## src/spq_pkg.sv

```systemverilog
// Shared types, widths and codes for the sorted priority queue.
package spq_pkg;

	localparam int DEPTH_DEF = 16;
	localparam int DATA_W    = 32;
	localparam int CMD_W     = 2;
	localparam int STAT_W    = 2;
	localparam int OCC_W     = 5;

	typedef enum logic [CMD_W-1:0] {
		CMD_INSERT  = 2'd0,
		CMD_DELETE  = 2'd1,
		CMD_DISPLAY = 2'd2
	} cmd_t;

	typedef enum logic [STAT_W-1:0] {
		ST_OK        = 2'd0,
		ST_OVERFLOW  = 2'd1,
		ST_UNDERFLOW = 2'd2,
		ST_EMPTY     = 2'd3
	} status_t;

	typedef enum logic [1:0] {
		DSEL_ZERO,
		DSEL_HEAD,
		DSEL_TAIL
	} dsel_t;

	typedef enum logic {
		S_IDLE,
		S_DISP
	} state_t;

	// controller -> datapath
	typedef struct packed {
		logic    ins;
		logic    del;
		logic    rot;
		logic    clr;
		logic    emit;
		status_t status;
		dsel_t   dsel;
		logic    last;
	} dp_cmd_t;

	// datapath -> controller
	typedef struct packed {
		logic full;
		logic empty;
		logic space;
		logic in_window;
		logic step_end;
	} dp_stat_t;

	typedef struct packed {
		status_t                   status;
		logic signed [DATA_W-1:0]  data;
		logic        [OCC_W-1:0]   occupancy;
		logic                      last;
	} rsp_t;

endpackage

```

## src/spq_if.sv

```systemverilog
// Request and response channel interfaces of the sorted priority queue.
interface spq_cmd_if;
	logic                             valid;
	logic                             ready;
	logic        [spq_pkg::CMD_W-1:0]  command;
	logic signed [spq_pkg::DATA_W-1:0] value;

	modport source (output valid, output command, output value, input ready);
	modport sink   (input valid, input command, input value, output ready);
endinterface

interface spq_rsp_if;
	logic                              valid;
	logic                              ready;
	logic        [spq_pkg::STAT_W-1:0] status;
	logic signed [spq_pkg::DATA_W-1:0] data;
	logic        [spq_pkg::OCC_W-1:0]  occupancy;
	logic                              last;

	modport source (output valid, output status, output data, output occupancy, output last,
		input ready);
	modport sink   (input valid, input status, input data, input occupancy, input last,
		output ready);
endinterface

```

## src/sorted_priority_queue_unit.sv

```systemverilog
// Sorted min priority queue: top level joining controller, datapath and response buffer.
//
// Entries are held in a row of DEPTH registers kept sorted largest first and
// packed against the far end, so the minimum always sits in the last cell.
// Insert compares the new value against every cell at once and shifts the
// greater entries one place over; a value equal to stored ones goes in
// front of them. Delete-min takes the last cell and shifts the row the
// other way. Insert, delete, overflow, underflow and the reserved command
// code (no response) are all handled in the cycle the request is taken.
// Display streams entries largest first by rotating the whole row through
// its first cell: after the accept it rotates once per cell, holding while
// the response side stalls, and leaves the row as it found it.
// No new request is taken while a display runs. Responses go through a
// two-entry buffer, so a request is taken while the previous response still
// waits. After reset the queue is empty at once; the entry row needs no clearing.
module sorted_priority_queue_unit #(
	parameter int DEPTH = spq_pkg::DEPTH_DEF
) (
	input  logic      clk,
	input  logic      arst_n,
	spq_cmd_if.sink   cmd_ch,
	spq_rsp_if.source rsp_ch
);

	spq_pkg::dp_cmd_t  dp_cmd;
	spq_pkg::dp_stat_t dp_stat;
	spq_pkg::rsp_t     rsp;
	logic              rsp_push;
	logic              buf_space;

	// request decode and display sequencing
	spq_ctrl u_ctrl (
		.clk         (clk),
		.arst_n      (arst_n),
		.req_valid   (cmd_ch.valid),
		.req_command (cmd_ch.command),
		.req_ready   (cmd_ch.ready),
		.stat        (dp_stat),
		.cmd         (dp_cmd)
	);

	// sorted register row and counters
	spq_dpath #(.DEPTH(DEPTH)) u_dpath (
		.clk       (clk),
		.arst_n    (arst_n),
		.cmd       (dp_cmd),
		.value     (cmd_ch.value),
		.stat      (dp_stat),
		.buf_space (buf_space),
		.rsp       (rsp),
		.rsp_push  (rsp_push)
	);

	// response skid buffer
	spq_obuf u_obuf (
		.clk       (clk),
		.arst_n    (arst_n),
		.push      (rsp_push),
		.push_data (rsp),
		.space     (buf_space),
		.rsp_ch    (rsp_ch)
	);

	// never shift in when full, never shift out when empty
	a_ins_not_full: assert property (@(posedge clk) disable iff (!arst_n)
		dp_cmd.ins |-> !dp_stat.full)
		else $error("insert issued on full queue");

	a_del_not_empty: assert property (@(posedge clk) disable iff (!arst_n)
		dp_cmd.del |-> !dp_stat.empty)
		else $error("delete issued on empty queue");

	// a response is only produced when the buffer can take it
	a_emit_space: assert property (@(posedge clk) disable iff (!arst_n)
		dp_cmd.emit |-> dp_stat.space)
		else $error("response pushed into full buffer");

	// a display of a non-empty queue blocks the next request
	a_disp_blocks: assert property (@(posedge clk) disable iff (!arst_n)
		(cmd_ch.valid && cmd_ch.ready && cmd_ch.command == spq_pkg::CMD_DISPLAY
			&& !dp_stat.empty) |=> !cmd_ch.ready)
		else $error("request taken during display");

endmodule

```

## src/spq_obuf.sv

```systemverilog
// Two-entry response buffer driving the response channel.
module spq_obuf (
	input  logic              clk,
	input  logic              arst_n,
	input  logic              push,
	input  spq_pkg::rsp_t     push_data,
	output logic              space,
	spq_rsp_if.source         rsp_ch
);

	spq_pkg::rsp_t head_q, tail_q;
	logic          head_vld_q, tail_vld_q;
	logic          pop;

	assign pop   = head_vld_q && rsp_ch.ready;
	assign space = !tail_vld_q;

	always_ff @(posedge clk or negedge arst_n) begin
		if (!arst_n) begin
			head_vld_q <= 1'b0;
			tail_vld_q <= 1'b0;
		end else if (!head_vld_q || pop) begin
			if (tail_vld_q) begin
				head_vld_q <= 1'b1;
				tail_vld_q <= push;
			end else begin
				head_vld_q <= push;
			end
		end else if (push) begin
			tail_vld_q <= 1'b1;
		end
	end

	always_ff @(posedge clk) begin
		if (!head_vld_q || pop) begin
			if (tail_vld_q) begin
				head_q <= tail_q;
				if (push) tail_q <= push_data;
			end else if (push) begin
				head_q <= push_data;
			end
		end else if (push) begin
			tail_q <= push_data;
		end
	end

	assign rsp_ch.valid     = head_vld_q;
	assign rsp_ch.status    = head_q.status;
	assign rsp_ch.data      = head_q.data;
	assign rsp_ch.occupancy = head_q.occupancy;
	assign rsp_ch.last      = head_q.last;

endmodule

```

## src/spq_dpath.sv

```systemverilog
// Datapath: right-aligned sorted register row, entry count, display step counter.
module spq_dpath #(
	parameter int DEPTH = spq_pkg::DEPTH_DEF
) (
	input  logic                              clk,
	input  logic                              arst_n,
	input  spq_pkg::dp_cmd_t                  cmd,
	input  logic signed [spq_pkg::DATA_W-1:0] value,
	output spq_pkg::dp_stat_t                 stat,
	input  logic                              buf_space,
	output spq_pkg::rsp_t                     rsp,
	output logic                              rsp_push
);

	localparam int CNT_W = $clog2(DEPTH + 1);
	localparam int IDX_W = $clog2(DEPTH);

	// Smallest entry lives in the last cell, largest at DEPTH-count.
	logic signed [spq_pkg::DATA_W-1:0] entry_q [DEPTH];
	logic        [CNT_W-1:0]           count_q, count_d;
	logic        [IDX_W-1:0]           step_q;
	logic        [DEPTH-1:0]           vld, gt;

	always_comb begin
		for (int i = 0; i < DEPTH; i++) begin
			vld[i] = count_q >= CNT_W'(DEPTH - i);
			gt[i]  = vld[i] && (entry_q[i] > value);
		end
	end

	// Per-cell update: insert shifts greater entries left, delete shifts right,
	// rotate moves every cell left by one with wraparound.
	for (genvar i = 0; i < DEPTH; i++) begin : g_cell
		logic up_gt;
		logic signed [spq_pkg::DATA_W-1:0] up_ent, dn_ent;
		if (i < DEPTH - 1) begin : g_up
			assign up_gt  = gt[i+1];
			assign up_ent = entry_q[i+1];
		end else begin : g_wrap
			assign up_gt  = 1'b0;
			assign up_ent = entry_q[0];
		end
		if (i > 0) begin : g_dn
			assign dn_ent = entry_q[i-1];
		end else begin : g_dn0
			assign dn_ent = entry_q[0];
		end

		always_ff @(posedge clk) begin
			if (cmd.ins) begin
				if (up_gt) entry_q[i] <= up_ent;
				else if (gt[i] || !vld[i]) entry_q[i] <= value;
			end else if (cmd.del) begin
				entry_q[i] <= dn_ent;
			end else if (cmd.rot) begin
				entry_q[i] <= up_ent;
			end
		end
	end

	always_comb begin
		count_d = count_q;
		if (cmd.ins) count_d = count_q + 1'b1;
		else if (cmd.del) count_d = count_q - 1'b1;
	end

	always_ff @(posedge clk or negedge arst_n) begin
		if (!arst_n) begin
			count_q <= '0;
			step_q  <= '0;
		end else begin
			count_q <= count_d;
			if (cmd.clr) step_q <= '0;
			else if (cmd.rot) step_q <= stat.step_end ? '0 : step_q + 1'b1;
		end
	end

	assign stat.full      = count_q == CNT_W'(DEPTH);
	assign stat.empty     = count_q == '0;
	assign stat.space     = buf_space;
	assign stat.in_window = CNT_W'(step_q) >= (CNT_W'(DEPTH) - count_q);
	assign stat.step_end  = step_q == IDX_W'(DEPTH - 1);

	always_comb begin
		rsp.status    = cmd.status;
		rsp.occupancy = spq_pkg::OCC_W'(count_d);
		rsp.last      = cmd.last;
		unique case (cmd.dsel)
			spq_pkg::DSEL_HEAD: rsp.data = entry_q[0];
			spq_pkg::DSEL_TAIL: rsp.data = entry_q[DEPTH-1];
			default:            rsp.data = '0;
		endcase
	end

	assign rsp_push = cmd.emit;

endmodule

```

## src/spq_ctrl.sv

```systemverilog
// Controller: request decode and display sequencing.
module spq_ctrl (
	input  logic                            clk,
	input  logic                            arst_n,
	input  logic                            req_valid,
	input  logic [spq_pkg::CMD_W-1:0]       req_command,
	output logic                            req_ready,
	input  spq_pkg::dp_stat_t               stat,
	output spq_pkg::dp_cmd_t                cmd
);

	spq_pkg::state_t state_q, state_d;

	always_ff @(posedge clk or negedge arst_n) begin
		if (!arst_n) state_q <= spq_pkg::S_IDLE;
		else         state_q <= state_d;
	end

	always_comb begin
		state_d    = state_q;
		req_ready  = 1'b0;
		cmd        = '0;
		cmd.status = spq_pkg::ST_OK;
		cmd.dsel   = spq_pkg::DSEL_ZERO;
		unique case (state_q)
			spq_pkg::S_IDLE: begin
				req_ready = stat.space;
				if (req_valid && stat.space) begin
					cmd.last = 1'b1;
					case (req_command)
						spq_pkg::CMD_INSERT: begin
							cmd.emit = 1'b1;
							if (stat.full) cmd.status = spq_pkg::ST_OVERFLOW;
							else           cmd.ins    = 1'b1;
						end
						spq_pkg::CMD_DELETE: begin
							cmd.emit = 1'b1;
							if (stat.empty) begin
								cmd.status = spq_pkg::ST_UNDERFLOW;
							end else begin
								cmd.del  = 1'b1;
								cmd.dsel = spq_pkg::DSEL_TAIL;
							end
						end
						spq_pkg::CMD_DISPLAY: begin
							if (stat.empty) begin
								cmd.emit   = 1'b1;
								cmd.status = spq_pkg::ST_EMPTY;
							end else begin
								cmd.clr = 1'b1;
								state_d = spq_pkg::S_DISP;
							end
						end
						default: ;
					endcase
				end
			end
			spq_pkg::S_DISP: begin
				if (!stat.in_window) begin
					cmd.rot = 1'b1;
				end else if (stat.space) begin
					cmd.rot  = 1'b1;
					cmd.emit = 1'b1;
					cmd.dsel = spq_pkg::DSEL_HEAD;
					cmd.last = stat.step_end;
					if (stat.step_end) state_d = spq_pkg::S_IDLE;
				end
			end
			default: state_d = spq_pkg::S_IDLE;
		endcase
	end

endmodule
```

## src/flat_wrapper.sv

```systemverilog
// flat-port wrapper written by rule: the top's interface ports become plain ports
module sorted_priority_queue_unit_flat 
#(
	parameter int DEPTH = spq_pkg::DEPTH_DEF
)
  (clk, arst_n, cmd_ch_valid, cmd_ch_command, cmd_ch_value, cmd_ch_ready, rsp_ch_valid, rsp_ch_status, rsp_ch_data, rsp_ch_occupancy, rsp_ch_last, rsp_ch_ready);
  spq_cmd_if cmd_ch_i ();
  spq_rsp_if rsp_ch_i ();
  input  logic clk;
  input  logic arst_n;
  input wire logic [$bits(cmd_ch_i.valid)-1:0] cmd_ch_valid;
  input wire logic [$bits(cmd_ch_i.command)-1:0] cmd_ch_command;
  input wire logic [$bits(cmd_ch_i.value)-1:0] cmd_ch_value;
  output wire logic [$bits(cmd_ch_i.ready)-1:0] cmd_ch_ready;
  output wire logic [$bits(rsp_ch_i.valid)-1:0] rsp_ch_valid;
  output wire logic [$bits(rsp_ch_i.status)-1:0] rsp_ch_status;
  output wire logic [$bits(rsp_ch_i.data)-1:0] rsp_ch_data;
  output wire logic [$bits(rsp_ch_i.occupancy)-1:0] rsp_ch_occupancy;
  output wire logic [$bits(rsp_ch_i.last)-1:0] rsp_ch_last;
  input wire logic [$bits(rsp_ch_i.ready)-1:0] rsp_ch_ready;
  assign cmd_ch_i.valid = cmd_ch_valid;
  assign cmd_ch_i.command = cmd_ch_command;
  assign cmd_ch_i.value = cmd_ch_value;
  assign cmd_ch_ready = cmd_ch_i.ready;
  assign rsp_ch_valid = rsp_ch_i.valid;
  assign rsp_ch_status = rsp_ch_i.status;
  assign rsp_ch_data = rsp_ch_i.data;
  assign rsp_ch_occupancy = rsp_ch_i.occupancy;
  assign rsp_ch_last = rsp_ch_i.last;
  assign rsp_ch_i.ready = rsp_ch_ready;
  sorted_priority_queue_unit #(.DEPTH(DEPTH)) u_core (.clk(clk), .arst_n(arst_n), .cmd_ch(cmd_ch_i), .rsp_ch(rsp_ch_i));
endmodule
```

## config.mk

```make
export PLATFORM = sky130hd
export DESIGN_NAME = sorted_priority_queue_unit_flat
export DESIGN_NICKNAME = d
export VERILOG_FILES = /design/src/spq_pkg.sv /design/src/spq_if.sv /design/src/sorted_priority_queue_unit.sv /design/src/spq_obuf.sv /design/src/spq_dpath.sv /design/src/spq_ctrl.sv /design/src/flat_wrapper.sv
export SDC_FILE = /design/constraint.sdc
export NUM_CORES = 2
export LEC_CHECK = 0
export ABC_AREA = 1
export BUFFER_PORTS_ARGS = -buffer_cell sky130_fd_sc_hd__buf_2
export CORE_MARGIN = 3
export CORE_UTILIZATION = 50
export CTS_CLUSTER_DIAMETER = 60
export CTS_CLUSTER_SIZE = 12
export DETAILED_ROUTE_END_ITERATION = 16
export PLACE_DENSITY = 0.66
export SLEW_MARGIN = 20
export SYNTH_ARGS = -nofsm -noshare
export SYNTH_HDL_FRONTEND = slang
export SYNTH_HIERARCHICAL = 1
export SYNTH_SLANG_ARGS = --single-unit
```

## constraint.sdc

```tcl
create_clock -name clk -period 5.2 [get_ports clk]
set_input_delay 0.52 -clock clk [delete_from_list [all_inputs] [get_ports clk]]
set_output_delay 0.52 -clock clk [all_outputs]
set_load 0.1 [all_outputs]
```

==> flow_summary.yaml <==
run_status:
  status: "finished, final reports clean"
yosys:
  ys_seq_elements: 604
  synthArstFlopShare_pct: 1.987
  ys.flop_type: "edfxtp_1"
  syn-mean-instance-area_um2: 7.637
  yosysWarnings: 6
  synth-seq-area-share_pct: 38.53
  syn_inst: 6143
  syn_area_um2: 46910
  syn-num-nets: 6707
  ys_types: 48
  synth_edf_count: 592
route:
  wl_per_cell_um: 21.96
  route.detailed.drc: 0
  viasPerCell: 5.927
  first_pass_iters: 9
  vias: 43966
  routed_wl_um: 162900
  drt_iter0_markers: 5735
  ant_nets: 0
place:
  io_buffers: 79
  gp_congestion: 0.9668
  hpwl_um: 119600
floorplan:
  die_w_um: 312.3
  die-area_um2: 97540
  core_area_um2: 92360
  io_pins: 80
  rows: 111
  start_util_pct: 50.80
  fp.dieH_um: 312.3
global_route:
  grt_max_degree: 173
  grt_use_met2_pct: 48.19
  grt_usage_pct: 32.47
  grt_pass1_wl_um: 245900
  antenna_found_initial: 1
  gr-total-overflow: 0
  grt_use_met1_pct: 46.41
  met3_usage_pct: 6.359
  grt_pass1_vias: 39908
  busiest_layer: "met2"
critical_path:
  start_kind: "flop"
  worst_setup_path_end_kind: "flop"
  cp.arrival_ns: 4.46
  cp_max_fo: 66
  cp.required_ns: 5.51
  cpPeakStageDelay_ns: 0.46
  path_cells: "inv_1 -> ha_1 -> inv_1 -> ha_1 -> a21boi_0 -> o21a_1 -> o21a_1 -> o21a_1 -> a21oi_1 -> inv_1 -> nor2_1 -> inv_2 -> buf_4 -> o2111ai_4 -> buf_4"
  slowest_stage: "dfrtp_1"
  path_class: "reg2reg"
  cp_top_family: "buffers and inverters"
  path_buf_inv: 6
clock_network:
  numClockSinks: 604
  cts_buffers: 73
  path_clk_slew_ns: 0.06
  cts_buffer_depth: 3
  cts_setup_buffers: 0
  insertion_delay_ns: 0.65
  clockRootBuffer: "clkbuf_16"
  cts_max_level: 3
  cts_tree: "yes"
timing:
  finalSetupTns_ns: 0
  finalHoldViolations: 0
  rsz0062_at_grt: "no"
  skew_ns: 0.03734
  setup_violations: 0
  fin_crit_ns: 4.143
  relSlewSlack_pct: 26.36
  fmax_mhz: 241.4
  holdWs_ns: 0.2056
  tightest_slew_ns: 1.105
  fin_crit_sh_pct: 79.66
  slew_viol_final: 0
final_layout:
  multiInputGateArea_um2: 24650
  diodes: 0
  final_common_cell: "nand2_1"
  nets: 6694
  n_fill_cell: 8654
  syn_to_final_growth_pct: 9.198
  mostFrequentLayoutCells: "nand2_1, inv_1, edfxtp_1"
  seqCellArea_um2: 18080
  drive_above_1_share_pct: 7.126
flow_run:
  maxCapViolCount: 0
power_and_ir_drop:
  power_density_nw_per_um2: 223.9
  vdd_drop_max_uv: 220.0
  p_leak_nw: 24.35
worst_hold_path:
  min_path_type: "in2reg"
## stage by stage
step | util, % | setup slack, ns | instances | power [mW] | area, µm²
after global routing | 55.47 | 0.9060 | 7418 | 11.82 | 51230
final | 55.47 | 1.057 | 7418 | 11.47 | 51230
after global placement | 52.95 | 0.8892 | 7296 | 6.429 | 48910
after floorplan | - | 0.4464 | 6143 | 6.028 | 46920
after detailed placement | 52.98 | 0.8652 | 7297 | 6.450 | 48930
after CTS | 55.47 | 1.182 | 7418 | 11.50 | 51230
## sequential cells by signal (all words and copies together), names as in the netlist
register,flops
u_core/u_dpath/step_q,4
u_core/u_obuf/rsp_ch.last,1
u_core/u_dpath/count_q,5
u_core/u_obuf/tail_q,40
u_core/u_dpath/entry_q,512
u_core/u_obuf/rsp_ch.occupancy,5
u_core/u_obuf/rsp_ch.data,32
u_core/u_obuf/tail_vld_q,1
u_core/u_ctrl/state_q,1
u_core/u_obuf/rsp_ch.status,2
u_core/u_obuf/rsp_ch.valid,1
## worst reg2reg max path, delay by kind of cell, from the launching register on
family,cells,cell delay (ns)
buf+inv,6,1.39
simple gates,1,0.21
flops,1,0.46
compound gates,6,1.20
fa+ha+maj,2,0.56
## worst paths after layout
check | slack (ns) | endpoint | cells past startpoint | startpoint
worst max-delay path | 1.06 | u_core/u_dpath/entry_q[0][49] | 15 | u_core/u_dpath/count_q[0]
worst min-delay path | 0.21 | u_core/u_obuf/rsp_ch.valid | 4 | rsp_ch_ready
worst max register to register | 1.06 | u_core/u_dpath/entry_q[0][49] | 15 | u_core/u_dpath/count_q[0]
worst min register to register | 0.52 | u_core/u_obuf/rsp_ch.data[14] | 2 | u_core/u_obuf/tail_q[20]
max in group asynchronous | 4.61 | u_core/u_dpath/count_q[1] | 2 | arst_n
min in group asynchronous | 0.32 | u_core/u_obuf/tail_vld_q | 2 | arst_n
## layer usage
| layer | vias to the layer above | wire, µm |
|---|---|---|
| li1 | 20716 | - |
| met3 | 342 | 18510 |
| met2 | 2536 | 68590 |
| met5 | - | 0 |
| met1 | 20372 | 68740 |
| met4 | 0 | 7044 |
## layout make-up
| type | count | area share, % |
|---|---|---|
| flip-flops and latches | 604 | 35.29 |
| multi-input cells | 4478 | 48.12 |
| repair buffers | 268 | 3.903 |
| clock inverters | 40 | 0.8475 |
| clock buffers | 80 | 3.617 |
| well taps | 1243 | 3.036 |
| inverters | 705 | 5.195 |
## repair_timing
| item | CTS | global route |
|---|---|---|
| hold buffers | 1 | 0 |
| gates resized for setup | 0 | 0 |
| hold endpoints to repair | 12 | 0 |
## kinds of logic (layout without fill, tap and decap cells)
group,Yosys count,after routing,share of synthesized area (%)
simple gates,3505,3505,32.94
fa+ha+maj,526,526,14.03
flops,604,604,38.53
buf+inv,1061,1093,9.161
xor+xnor,5,5,0.09334
compound gates,442,442,5.241
## power by group
part           total [mW]  internal, mW         switching, mW
combinational        1.13         0.325                 0.803
sequential           5.26          5.26  0.000000000000000117
clock                5.08          2.85                  2.23
## synthesized netlist by cell type, types with 2 or more instances
cell type  instances  area [µm²]
nor2_1           197       739.5
nand3_2           14       140.1
xor2_1             4       35.03
a21o_1            18       135.1
o21a_1            25       187.7
o21ai_0           81       405.4
o2111ai_1          5       43.79
nor2_2             2       12.51
or2_2              2       12.51
a21boi_0           2       15.01
buf_1             31       116.4
nand3_1          479        2397
inv_1            699        2624
buf_6             10       112.6
nor3b_1            2       15.01
o211ai_1          13       97.59
clkinv_1           3       11.26
a21oi_1          255        1276
inv_2              2       7.510
nand2_1         2231        8374
buf_2             87       435.4
nand4_1          502        3141
nor4_2             2       25.02
buf_4             30       225.2
dfrtp_1           12       300.3
nand3_4            2       35.03
nand4_2            9       112.6
nand2_2           14       87.58
nor3_1            12       60.06
clkbuf_1         197       739.5
ha_1             526        6581
edfxtp_1         592       17780
a31oi_1           32       200.2
o21bai_1           5       37.54
nand3b_1          33       247.7
Note: power is estimated with default switching activity, not from simulation.
